`config.mk`:
```
export PLATFORM = sky130hd
export DESIGN_NAME = multi_policy_task_picker
export DESIGN_NICKNAME = d
export VERILOG_FILES = /design/src/hw/rtl/mppt_pkg.sv /design/src/hw/rtl/mppt_cell.sv /design/src/hw/rtl/mppt_judge.sv /design/src/hw/rtl/multi_policy_task_picker.sv
export SDC_FILE = /design/constraint.sdc
export NUM_CORES = 2
export LEC_CHECK = 0
export BUFFER_PORTS_ARGS = -buffer_cell sky130_fd_sc_hd__buf_2
export CAP_MARGIN = 20
export CORE_MARGIN = 1.5
export CORE_UTILIZATION = 47
export DETAILED_ROUTE_END_ITERATION = 8
export PLACE_DENSITY = 0.66
export RECOVER_POWER = 50
export SLEW_MARGIN = 30
export SYNTH_ARGS = -nofsm -noshare
export SYNTH_HDL_FRONTEND = slang
export SYNTH_SLANG_ARGS = --single-unit
```
`constraint.sdc`:
```
create_clock -name clk -period 13.8 [get_ports clk]
set_input_delay 2.07 -clock clk [delete_from_list [all_inputs] [get_ports clk]]
set_output_delay 2.07 -clock clk [all_outputs]
set_load 0.01 [all_outputs]
```
`src/hw/rtl/mppt_pkg.sv`:
```
// ----------------------------------------------------------------------------
// mppt_pkg
// Shared constants, payload structs and control structs of the task picker.
// ----------------------------------------------------------------------------
`default_nettype none

package mppt_pkg;

	localparam int MAX_TASKS = 16;
	localparam int TIME_BITS = 24;
	localparam int LEVEL_MAX = 15;

	localparam int IDX_BITS  = $clog2(MAX_TASKS);
	localparam int CNT_BITS  = $clog2(MAX_TASKS + 1);
	localparam int LVL_BITS  = $clog2(LEVEL_MAX + 1);
	localparam int SVC_BITS  = 16;
	localparam int ID_BITS   = 16;
	localparam int PROD_BITS = TIME_BITS + 1 + SVC_BITS;

	localparam logic [1:0] OP_LOAD   = 2'd0;
	localparam logic [1:0] OP_PICK   = 2'd1;
	localparam logic [1:0] OP_REPORT = 2'd2;

	localparam logic [2:0] POL_RR   = 3'd0;
	localparam logic [2:0] POL_FCFS = 3'd1;
	localparam logic [2:0] POL_SPN  = 3'd2;
	localparam logic [2:0] POL_HRRN = 3'd3;
	localparam logic [2:0] POL_SRT  = 3'd4;
	localparam logic [2:0] POL_FB   = 3'd5;

	localparam logic REG_POLICY = 1'b0;
	localparam logic REG_COUNT  = 1'b1;

	typedef struct packed {
		logic [1:0]           op;
		logic [3:0]           task_index;
		logic [ID_BITS-1:0]   task_id;
		logic [TIME_BITS-1:0] arrival_time;
		logic [SVC_BITS-1:0]  total_runtime;
		logic [TIME_BITS-1:0] now;
		logic [SVC_BITS-1:0]  consumed_runtime;
		logic                 finished;
	} task_item_t;

	typedef struct packed {
		logic       pick_valid;
		logic [3:0] picked_index;
		logic       first_dispatch;
		logic       all_done;
	} result_item_t;

	typedef struct packed {
		logic [TIME_BITS-1:0] arrival;
		logic [SVC_BITS-1:0]  service;
		logic [SVC_BITS-1:0]  used;
		logic [ID_BITS-1:0]   ident;
		logic                 done;
		logic [LVL_BITS-1:0]  level;
		logic                 started;
	} slot_t;

	typedef struct packed {
		logic shift;
		logic load;
		logic report;
		logic start;
	} cell_ctl_t;

	typedef struct packed {
		logic clear;
		logic mult;
		logic decide;
	} judge_ctl_t;

	typedef struct packed {
		logic                found;
		logic [IDX_BITS-1:0] index;
	} judge_res_t;

	typedef enum logic [2:0] {
		ST_IDLE,
		ST_APPLY,
		ST_MOD,
		ST_MULT,
		ST_DECIDE,
		ST_FINISH
	} state_t;

endpackage

`default_nettype wire

```
`src/hw/rtl/mppt_cell.sv`:
```
// ----------------------------------------------------------------------------
// mppt_cell
// One task slot of the ring; shifts its record to the neighbour on a scan step.
// ----------------------------------------------------------------------------
`default_nettype none

module mppt_cell (
	input  wire logic                            clk,
	input  wire mppt_pkg::cell_ctl_t             ctl,
	input  wire logic                            sel,
	input  wire mppt_pkg::slot_t                 next_rec,
	input  wire mppt_pkg::slot_t                 load_rec,
	input  wire logic [mppt_pkg::SVC_BITS-1:0]   rep_used,
	input  wire logic                            rep_fin,
	output mppt_pkg::slot_t                      rec
);

	mppt_pkg::slot_t rec_q;

	assign rec = rec_q;

	always_ff @(posedge clk) begin
		if (ctl.shift) begin
			rec_q <= next_rec;
		end else if (sel && ctl.load) begin
			rec_q <= load_rec;
		end else if (sel && ctl.report) begin
			rec_q.used <= rep_used;
			rec_q.done <= rep_fin;
			// The level saturates at its ceiling.
			if (!rep_fin && (32'(rec_q.level) < mppt_pkg::LEVEL_MAX)) begin
				rec_q.level <= rec_q.level + 1'b1;
			end
		end else if (sel && ctl.start) begin
			rec_q.started <= 1'b1;
		end
	end

endmodule

`default_nettype wire

```
`src/hw/rtl/mppt_judge.sv`:
```
// ----------------------------------------------------------------------------
// mppt_judge
// Head of the ring: compares the slot at the head against the best so far.
// ----------------------------------------------------------------------------
`default_nettype none

module mppt_judge (
	input  wire logic                             clk,
	input  wire logic                             arst_n,
	input  wire mppt_pkg::judge_ctl_t             ctl,
	input  wire mppt_pkg::slot_t                  head,
	input  wire logic [mppt_pkg::CNT_BITS-1:0]    step,
	input  wire logic [mppt_pkg::CNT_BITS-1:0]    n,
	input  wire logic [mppt_pkg::IDX_BITS-1:0]    start,
	input  wire logic [mppt_pkg::TIME_BITS-1:0]   now,
	input  wire logic [2:0]                       policy,
	output mppt_pkg::judge_res_t                  res
);

	mppt_pkg::slot_t                   best_q;
	logic [mppt_pkg::IDX_BITS-1:0]     best_idx_q;
	logic                              found_q;
	logic [mppt_pkg::IDX_BITS-1:0]     hi_idx_q;
	logic                              hi_found_q;
	logic [mppt_pkg::PROD_BITS-1:0]    pa_s1;
	logic [mppt_pkg::PROD_BITS-1:0]    pb_s1;

	logic [mppt_pkg::SVC_BITS-1:0]     sa;
	logic [mppt_pkg::SVC_BITS-1:0]     sb;
	logic [mppt_pkg::TIME_BITS:0]      na;
	logic [mppt_pkg::TIME_BITS:0]      nb;
	logic [mppt_pkg::SVC_BITS-1:0]     rem_a;
	logic [mppt_pkg::SVC_BITS-1:0]     rem_b;
	logic                              ready;
	logic                              better;
	logic                              arr_lt;
	logic                              arr_eq;
	logic [mppt_pkg::IDX_BITS-1:0]     k;

	assign k = step[mppt_pkg::IDX_BITS-1:0];

	always_comb begin
		sa = (head.service == '0) ? mppt_pkg::SVC_BITS'(1) : head.service;
		sb = (best_q.service == '0) ? mppt_pkg::SVC_BITS'(1) : best_q.service;
		na = (mppt_pkg::TIME_BITS + 1)'(now - head.arrival) + (mppt_pkg::TIME_BITS + 1)'(sa);
		nb = (mppt_pkg::TIME_BITS + 1)'(now - best_q.arrival) + (mppt_pkg::TIME_BITS + 1)'(sb);
		rem_a = (head.used >= head.service) ? '0 : head.service - head.used;
		rem_b = (best_q.used >= best_q.service) ? '0 : best_q.service - best_q.used;
		ready = !head.done && (head.arrival <= now) && (step < n);
		arr_lt = head.arrival < best_q.arrival;
		arr_eq = head.arrival == best_q.arrival;
		case (policy)
			mppt_pkg::POL_FCFS: better = arr_lt || (arr_eq && head.ident < best_q.ident);
			mppt_pkg::POL_SPN:  better = (head.service < best_q.service) ||
			                    ((head.service == best_q.service) && arr_lt);
			mppt_pkg::POL_HRRN: better = pa_s1 > pb_s1;
			mppt_pkg::POL_SRT:  better = (rem_a < rem_b) || ((rem_a == rem_b) && arr_lt);
			default:            better = (head.level < best_q.level) ||
			                    ((head.level == best_q.level) && arr_lt);
		endcase
	end

	always_ff @(posedge clk) begin
		if (ctl.mult) begin
			pa_s1 <= mppt_pkg::PROD_BITS'(na) * mppt_pkg::PROD_BITS'(sb);
			pb_s1 <= mppt_pkg::PROD_BITS'(nb) * mppt_pkg::PROD_BITS'(sa);
		end
		if (ctl.decide && ready) begin
			if (policy == mppt_pkg::POL_RR) begin
				if (!found_q) begin
					best_idx_q <= k;
				end
			end else if (!found_q || better) begin
				best_idx_q <= k;
				best_q     <= head;
			end
			if (!hi_found_q && (k >= start)) begin
				hi_idx_q <= k;
			end
		end
	end

	always_ff @(posedge clk or negedge arst_n) begin
		if (!arst_n) begin
			found_q    <= 1'b0;
			hi_found_q <= 1'b0;
		end else if (ctl.clear) begin
			found_q    <= 1'b0;
			hi_found_q <= 1'b0;
		end else if (ctl.decide && ready) begin
			found_q <= 1'b1;
			if (k >= start) begin
				hi_found_q <= 1'b1;
			end
		end
	end

	always_comb begin
		res.found = found_q;
		if (policy == mppt_pkg::POL_RR && hi_found_q) begin
			res.index = hi_idx_q;
		end else begin
			res.index = best_idx_q;
		end
	end

endmodule

`default_nettype wire

```
`src/hw/rtl/multi_policy_task_picker.sv`:
```
// ----------------------------------------------------------------------------
// multi_policy_task_picker
// Scheduler decision unit over a ring of task slot cells.
// ----------------------------------------------------------------------------
// A load or report passes through the apply state to the finish state, where
// its result is registered; an unknown op, or a pick with no slot in use or
// an unknown rule, goes straight to the finish state. A pick turns the ring
// once through the head comparator, with a product step and then a decision
// step per slot, after the pointer reduction state under round robin. One
// item is in flight at a time and the next can be taken the cycle after its
// result is registered. Reset clears control, policy (round robin) and the
// slot count (all slots); slot contents are undefined until loaded.
`default_nettype none

module multi_policy_task_picker (
	input  wire logic                   clk,
	input  wire logic                   arst_n,
	input  wire logic                   task_valid,
	output logic                        task_stall,
	input  wire mppt_pkg::task_item_t   task_item,
	output logic                        result_valid,
	input  wire logic                   result_stall,
	output mppt_pkg::result_item_t      result_item,
	input  wire logic                   cfg_we,
	input  wire logic                   cfg_index,
	input  wire logic [4:0]             cfg_data
);

	// Configuration registers.
	logic [2:0] policy_q;
	logic [4:0] task_count_q;

	// Control state.
	mppt_pkg::state_t                  state_q;
	mppt_pkg::state_t                  state_d;
	logic [mppt_pkg::CNT_BITS-1:0]     step_q;
	logic [mppt_pkg::IDX_BITS-1:0]     start_q;
	logic [mppt_pkg::IDX_BITS-1:0]     rot_q;
	logic                              out_valid_q;
	mppt_pkg::result_item_t            out_q;

	// The accepted item is held here for the whole of its work.
	mppt_pkg::task_item_t              item_q;

	logic [mppt_pkg::CNT_BITS-1:0]     n;
	logic                              accept;
	logic                              out_free;
	logic                              finish_xfer;
	logic                              pick_ok;
	logic                              all_done;

	mppt_pkg::cell_ctl_t               cell_ctl;
	mppt_pkg::judge_ctl_t              judge_ctl;
	mppt_pkg::judge_res_t              judge_res;
	mppt_pkg::slot_t                   recs [mppt_pkg::MAX_TASKS];
	mppt_pkg::slot_t                   load_rec;
	logic [mppt_pkg::MAX_TASKS-1:0]    sel;

	// Slots in use: the count saturates at the ring length.
	assign n = (32'(task_count_q) > mppt_pkg::MAX_TASKS) ?
	           mppt_pkg::CNT_BITS'(mppt_pkg::MAX_TASKS) :
	           mppt_pkg::CNT_BITS'(task_count_q);

	assign task_stall   = (state_q != mppt_pkg::ST_IDLE);
	assign accept       = task_valid && !task_stall;
	assign out_free     = !out_valid_q || !result_stall;
	assign finish_xfer  = (state_q == mppt_pkg::ST_FINISH) && out_free;
	assign pick_ok      = (item_q.op == mppt_pkg::OP_PICK) && judge_res.found;
	assign result_valid = out_valid_q;
	assign result_item  = out_q;

	always_ff @(posedge clk or negedge arst_n) begin
		if (!arst_n) begin
			policy_q     <= mppt_pkg::POL_RR;
			task_count_q <= 5'd16;
		end else if (cfg_we) begin
			if (cfg_index == mppt_pkg::REG_POLICY) begin
				policy_q <= cfg_data[2:0];
			end else begin
				task_count_q <= cfg_data;
			end
		end
	end

	// A load writes a fresh record: nothing used, not done, never started.
	always_comb begin
		load_rec.arrival = item_q.arrival_time;
		load_rec.service = item_q.total_runtime;
		load_rec.used    = '0;
		load_rec.ident   = item_q.task_id;
		load_rec.done    = 1'b0;
		load_rec.level   = '0;
		load_rec.started = 1'b0;
	end

	always_comb begin
		cell_ctl.shift  = (state_q == mppt_pkg::ST_DECIDE);
		cell_ctl.load   = (state_q == mppt_pkg::ST_APPLY) && (item_q.op == mppt_pkg::OP_LOAD);
		cell_ctl.report = (state_q == mppt_pkg::ST_APPLY) && (item_q.op == mppt_pkg::OP_REPORT);
		cell_ctl.start  = finish_xfer && pick_ok;
		judge_ctl.clear  = (state_q == mppt_pkg::ST_IDLE);
		judge_ctl.mult   = (state_q == mppt_pkg::ST_MULT);
		judge_ctl.decide = (state_q == mppt_pkg::ST_DECIDE);
	end

	// The ring: each cell takes its record from the next one on a scan step,
	// so the slot at the head walks through every slot in index order and
	// the ring is back home after a full turn.
	for (genvar i = 0; i < mppt_pkg::MAX_TASKS; i++) begin : g_ring
		assign sel[i] = (state_q == mppt_pkg::ST_APPLY) ?
		                (32'(item_q.task_index) == i) :
		                (32'(judge_res.index) == i);

		mppt_cell u_cell (
			.clk      (clk),
			.ctl      (cell_ctl),
			.sel      (sel[i]),
			.next_rec (recs[(i + 1) % mppt_pkg::MAX_TASKS]),
			.load_rec (load_rec),
			.rep_used (item_q.consumed_runtime),
			.rep_fin  (item_q.finished),
			.rec      (recs[i])
		);
	end

	mppt_judge u_judge (
		.clk    (clk),
		.arst_n (arst_n),
		.ctl    (judge_ctl),
		.head   (recs[0]),
		.step   (step_q),
		.n      (n),
		.start  (start_q),
		.now    (item_q.now),
		.policy (policy_q),
		.res    (judge_res)
	);

	// Every slot in use finished; the ring is at home when this is read.
	always_comb begin
		all_done = 1'b1;
		for (int i = 0; i < mppt_pkg::MAX_TASKS; i++) begin
			if ((i < 32'(n)) && !recs[i].done) begin
				all_done = 1'b0;
			end
		end
	end

	always_ff @(posedge clk or negedge arst_n) begin
		if (!arst_n) begin
			state_q <= mppt_pkg::ST_IDLE;
		end else begin
			state_q <= state_d;
		end
	end

	always_comb begin
		state_d = state_q;
		unique case (state_q)
			mppt_pkg::ST_IDLE: begin
				if (accept) begin
					if (task_item.op == mppt_pkg::OP_LOAD ||
					    task_item.op == mppt_pkg::OP_REPORT) begin
						state_d = mppt_pkg::ST_APPLY;
					end else if (task_item.op == mppt_pkg::OP_PICK &&
					             policy_q <= mppt_pkg::POL_FB && n != '0) begin
						state_d = (policy_q == mppt_pkg::POL_RR) ?
						          mppt_pkg::ST_MOD : mppt_pkg::ST_MULT;
					end else begin
						state_d = mppt_pkg::ST_FINISH;
					end
				end
			end
			mppt_pkg::ST_APPLY: state_d = mppt_pkg::ST_FINISH;
			mppt_pkg::ST_MOD: begin
				if (32'(start_q) < 32'(n)) begin
					state_d = mppt_pkg::ST_MULT;
				end
			end
			mppt_pkg::ST_MULT: state_d = mppt_pkg::ST_DECIDE;
			mppt_pkg::ST_DECIDE: begin
				if (32'(step_q) == mppt_pkg::MAX_TASKS - 1) begin
					state_d = mppt_pkg::ST_FINISH;
				end else begin
					state_d = mppt_pkg::ST_MULT;
				end
			end
			mppt_pkg::ST_FINISH: begin
				if (out_free) begin
					state_d = mppt_pkg::ST_IDLE;
				end
			end
			default: state_d = mppt_pkg::ST_IDLE;
		endcase
	end

	always_ff @(posedge clk) begin
		if (accept) begin
			item_q <= task_item;
		end
	end

	always_ff @(posedge clk or negedge arst_n) begin
		if (!arst_n) begin
			step_q      <= '0;
			start_q     <= '0;
			rot_q       <= '0;
			out_valid_q <= 1'b0;
		end else begin
			if (accept) begin
				step_q  <= '0;
				start_q <= rot_q;
			end
			// The rotate pointer is reduced modulo the slots in use.
			if (state_q == mppt_pkg::ST_MOD && 32'(start_q) >= 32'(n)) begin
				start_q <= start_q - mppt_pkg::IDX_BITS'(n);
			end
			if (state_q == mppt_pkg::ST_DECIDE) begin
				step_q <= step_q + 1'b1;
			end
			if (finish_xfer && pick_ok && policy_q == mppt_pkg::POL_RR) begin
				if (32'(judge_res.index) + 1 == 32'(n)) begin
					rot_q <= '0;
				end else begin
					rot_q <= judge_res.index + 1'b1;
				end
			end
			if (finish_xfer) begin
				out_valid_q <= 1'b1;
			end else if (!result_stall) begin
				out_valid_q <= 1'b0;
			end
		end
	end

	always_ff @(posedge clk) begin
		if (finish_xfer) begin
			out_q.pick_valid     <= pick_ok;
			out_q.picked_index   <= pick_ok ? 4'(judge_res.index) : 4'd0;
			out_q.first_dispatch <= pick_ok && !recs[judge_res.index].started;
			out_q.all_done       <= all_done;
		end
	end

	// A full turn of the ring always ends in the result state.
	a_turn_ends: assert property (@(posedge clk) disable iff (!arst_n)
		(state_q == mppt_pkg::ST_DECIDE && 32'(step_q) == mppt_pkg::MAX_TASKS - 1)
		|=> state_q == mppt_pkg::ST_FINISH)
		else $error("scan did not end after a full turn");

	// An empty pick reports slot zero and no first dispatch.
	a_empty_pick: assert property (@(posedge clk) disable iff (!arst_n)
		(out_valid_q && !out_q.pick_valid)
		|-> (out_q.picked_index == 4'd0 && !out_q.first_dispatch))
		else $error("empty pick carries a slot");

	// After a round robin pick the pointer lies within the slots in use.
	a_rot_range: assert property (@(posedge clk) disable iff (!arst_n)
		(finish_xfer && pick_ok && policy_q == mppt_pkg::POL_RR)
		|=> 32'(rot_q) < 32'($past(n)))
		else $error("rotate pointer out of range");

	// The ring only moves during a scan step.
	a_shift_scan: assert property (@(posedge clk) disable iff (!arst_n)
		cell_ctl.shift |-> (!cell_ctl.load && !cell_ctl.report && !cell_ctl.start))
		else $error("ring shift overlaps a slot write");

endmodule

`default_nettype wire
```
==> qor.csv <==
metric,value,unit
CP endpoint kind,register,
"Setup Fix Bufs, Post-CTS",0,
CP Data Arrival Time,12330,ps
DIE AREA,204000,um^2
status,"finished, violations left",
Longest Clk Path Bufs,3,
global route overflow,0,
Die H,451,um
row count,164,
Main synth FF type,edfxtp_1,
post-place instance area,97800,um^2
FILL cells,17051,
max_cap viols,33,
Skew-Pair Late Insertion Delay,830,ps
Syn Nets,9096,
Multi-input gate area,42700,um^2
post_cts resized,0,
CP most frequent cell,fa_1,
worst reg2reg path depth,34,
largest net degree at the start of global routing,243,
Hold WS,492,ps
router iterations before antenna repair,6,
# DRC,0,
final setup vio count,0,
Mean Syn Cell Area,12.1,um^2
clk slew on worst S/H paths,60,ps
"Area growth, synth to finish",9.07,%
FF-to-FF End,u_judge.pa_s1[40],
GRT Total Usage,0.237,
Num CTS Buffers,159,
DP HPWL,162,mm
total number of vias,59988,
CTS tree,yes,
Die Wd,451,um
post-route ant nets,0,
Slew HR,-2.13,
Final GP Congestion,0.925,
slowest CP cell,clkbuf_1,
initial core utilization,0.473,
synth warn,0,
#FFs+latches synth,1551,
skew final,41.3,ps
core box area,200000,um^2
sequential share of the synthesized area,0.492,
crit share post-route,0.853,
Root Driver,clkbuf_16,
crit-path max cell delay,1680,ps
DR iter-0 viols,5380,
post-DR wirelength/cell,22.8,um
reg2reg setup slack,2030,ps
RSZ-0062 raised after global routing,no,
CP Class,register to register,
worst endpoint required time,14360,ps
Final TNS setup,0,ps
Least-Margin Pin Slew,4700,ps
Max Fclk,0.0849,GHz
initial antenna violation count,7,
Mapped Area,94500,um^2
"commonest non-fill, non-tap cells in the layout","edfxtp_1 (1524), a21o_1 (1003), inv_1 (968)",
total wire length,240,mm
end point of the critical path,u_judge.pa_s1[40],
fraction of layout cells with a size suffix above 1,0.0617,
vias in the first global route,61009,
Yosys cell types,76,
storage element area,46400,um^2
reg2reg start,g_ring[0].u_cell.rec[48],
CP Launch Point,g_ring[0].u_cell.rec[48],
Async SR Flop Fraction,0.0174,
top-level port count,123,
Hold Buf Count CTS,0,
Final min period,11770,ps
Gate Count Post-Synth,7811,
failing checks,"capacitance limit, slew limit",
input/output buffers,122,
HP Class,register to register,
Clock Sink Count,1551,
Worst Path Max Fanout,29,
"Slew Viols, Final",1323,
CP Launch Type,register,
H-tree levels,4,
post-route design area,103000,um^2
"commonest non-fill, non-tap cell in the layout",edfxtp_1,
first-pass GRT wire length,371,mm
"EDFF count, synth",1524,
nets,9010,
Final Hold Fails,0,
via/cell ratio,5.71,
==> critical path: cells and delay by family (launching register included) <==
kind | cells | cell delay, ps
xor gates and xnor gates | 2 | 310
AOI/OAI and AO/OA | 10 | 2470
adders and majority gates | 9 | 4520
DFF | 1 | 360
and+or+nand+nor | 6 | 1200
buffers and inverters | 7 | 2610
==> how the worst min path moves through the flow <==
stage	start	to	slack [ps]	depth (start not counted)
floorplan	g_ring[0].u_cell.rec[6]	u_judge.best_q[6]	440	0
global placement	g_ring[0].u_cell.rec[8]	u_judge.best_q[8]	480	0
detailed placement	g_ring[0].u_cell.rec[6]	u_judge.best_q[6]	480	0
CTS	g_ring[9].u_cell.rec[16]	g_ring[8].u_cell.rec[16]	490	1
global route	g_ring[9].u_cell.rec[16]	g_ring[8].u_cell.rec[16]	510	1
finish	g_ring[0].u_cell.rec[6]	u_judge.best_q[6]	490	0
==> cells in the mapped netlist, drive strengths merged (28+ instances only) <==
master,n,area share
a21o,1003,0.080
a21oi,171,0.0092
a22o,291,0.027
and2,377,0.025
buf,68,0.0033
clkbuf,446,0.018
edfxtp,1524,0.48
fa,675,0.14
ha,496,0.066
inv,984,0.039
nand2,681,0.027
nand2b,28,0.0019
nand3,76,0.0040
nand4,32,0.0021
nor2,171,0.0068
nor2b,32,0.0021
nor3,49,0.0027
o21a,37,0.0029
o21ai,200,0.011
o21bai,28,0.0022
xnor2,107,0.0099
xor2,67,0.0063
==> stage by stage <==
stage | cells | utilization | setup slack [ps]
2_1_floorplan | 7811 | - | 3730
3_3_place_gp | 10217 | 0.489 | 2960
3_5_place_dp | 10217 | 0.490 | 2880
4_1_cts | 10509 | 0.517 | 2800
5_1_grt | 10512 | 0.516 | 1550
6_report | 10513 | 0.516 | 2030
==> registers in the layout, summed over array words and instances, names as in the netlist, 3 cells and up <==
signal	flops
policy_q	3
u_judge.pa_s1	41
item_q	103
rot_q	4
state_q	3
u_judge.pb_s1	41
start_q	4
g_ring.u_cell.rec	1248
result_item	7
u_judge.best_q	76
u_judge.best_idx_q	4
step_q	5
u_judge.hi_idx_q	4
task_count_q	5
==> routing by layer <==
layer | GRT usage | routed length (um)
met1 | 0.317 | 98800
met2 | 0.395 | 117000
met3 | 0.0337 | 15600
met4 | 0.0848 | 8840
met5 | 0 | 18
==> kinds of logic (layout without fill, tap and decap cells) <==
family / Yosys count / in the layout / synth area share
other cells: 0 / 1 / 0
mux: 19 / 19 / 0.00220
fa+ha+maj: 1171 / 1171 / 0.209
compound gates: 1866 / 1866 / 0.143
simple gates: 1531 / 1531 / 0.0779
xor+xnor: 174 / 174 / 0.0162
flops: 1551 / 1551 / 0.492
buf+inv: 1499 / 1544 / 0.0602
==> area by class of cell <==
class | instances | area share
Sequential cell | 1551 | 0.451
Multi-Input combinational cell | 4761 | 0.414
Clock buffer | 184 | 0.0396
Inverter | 985 | 0.0361
Tap cell | 2656 | 0.0322
Timing Repair Buffer | 267 | 0.0147
Clock inverter | 108 | 0.0126
Antenna cell | 1 | 0.0000243
Power is not shown: default switching activity piles up to over one toggle a cycle in this logic, so the estimate is an artifact.
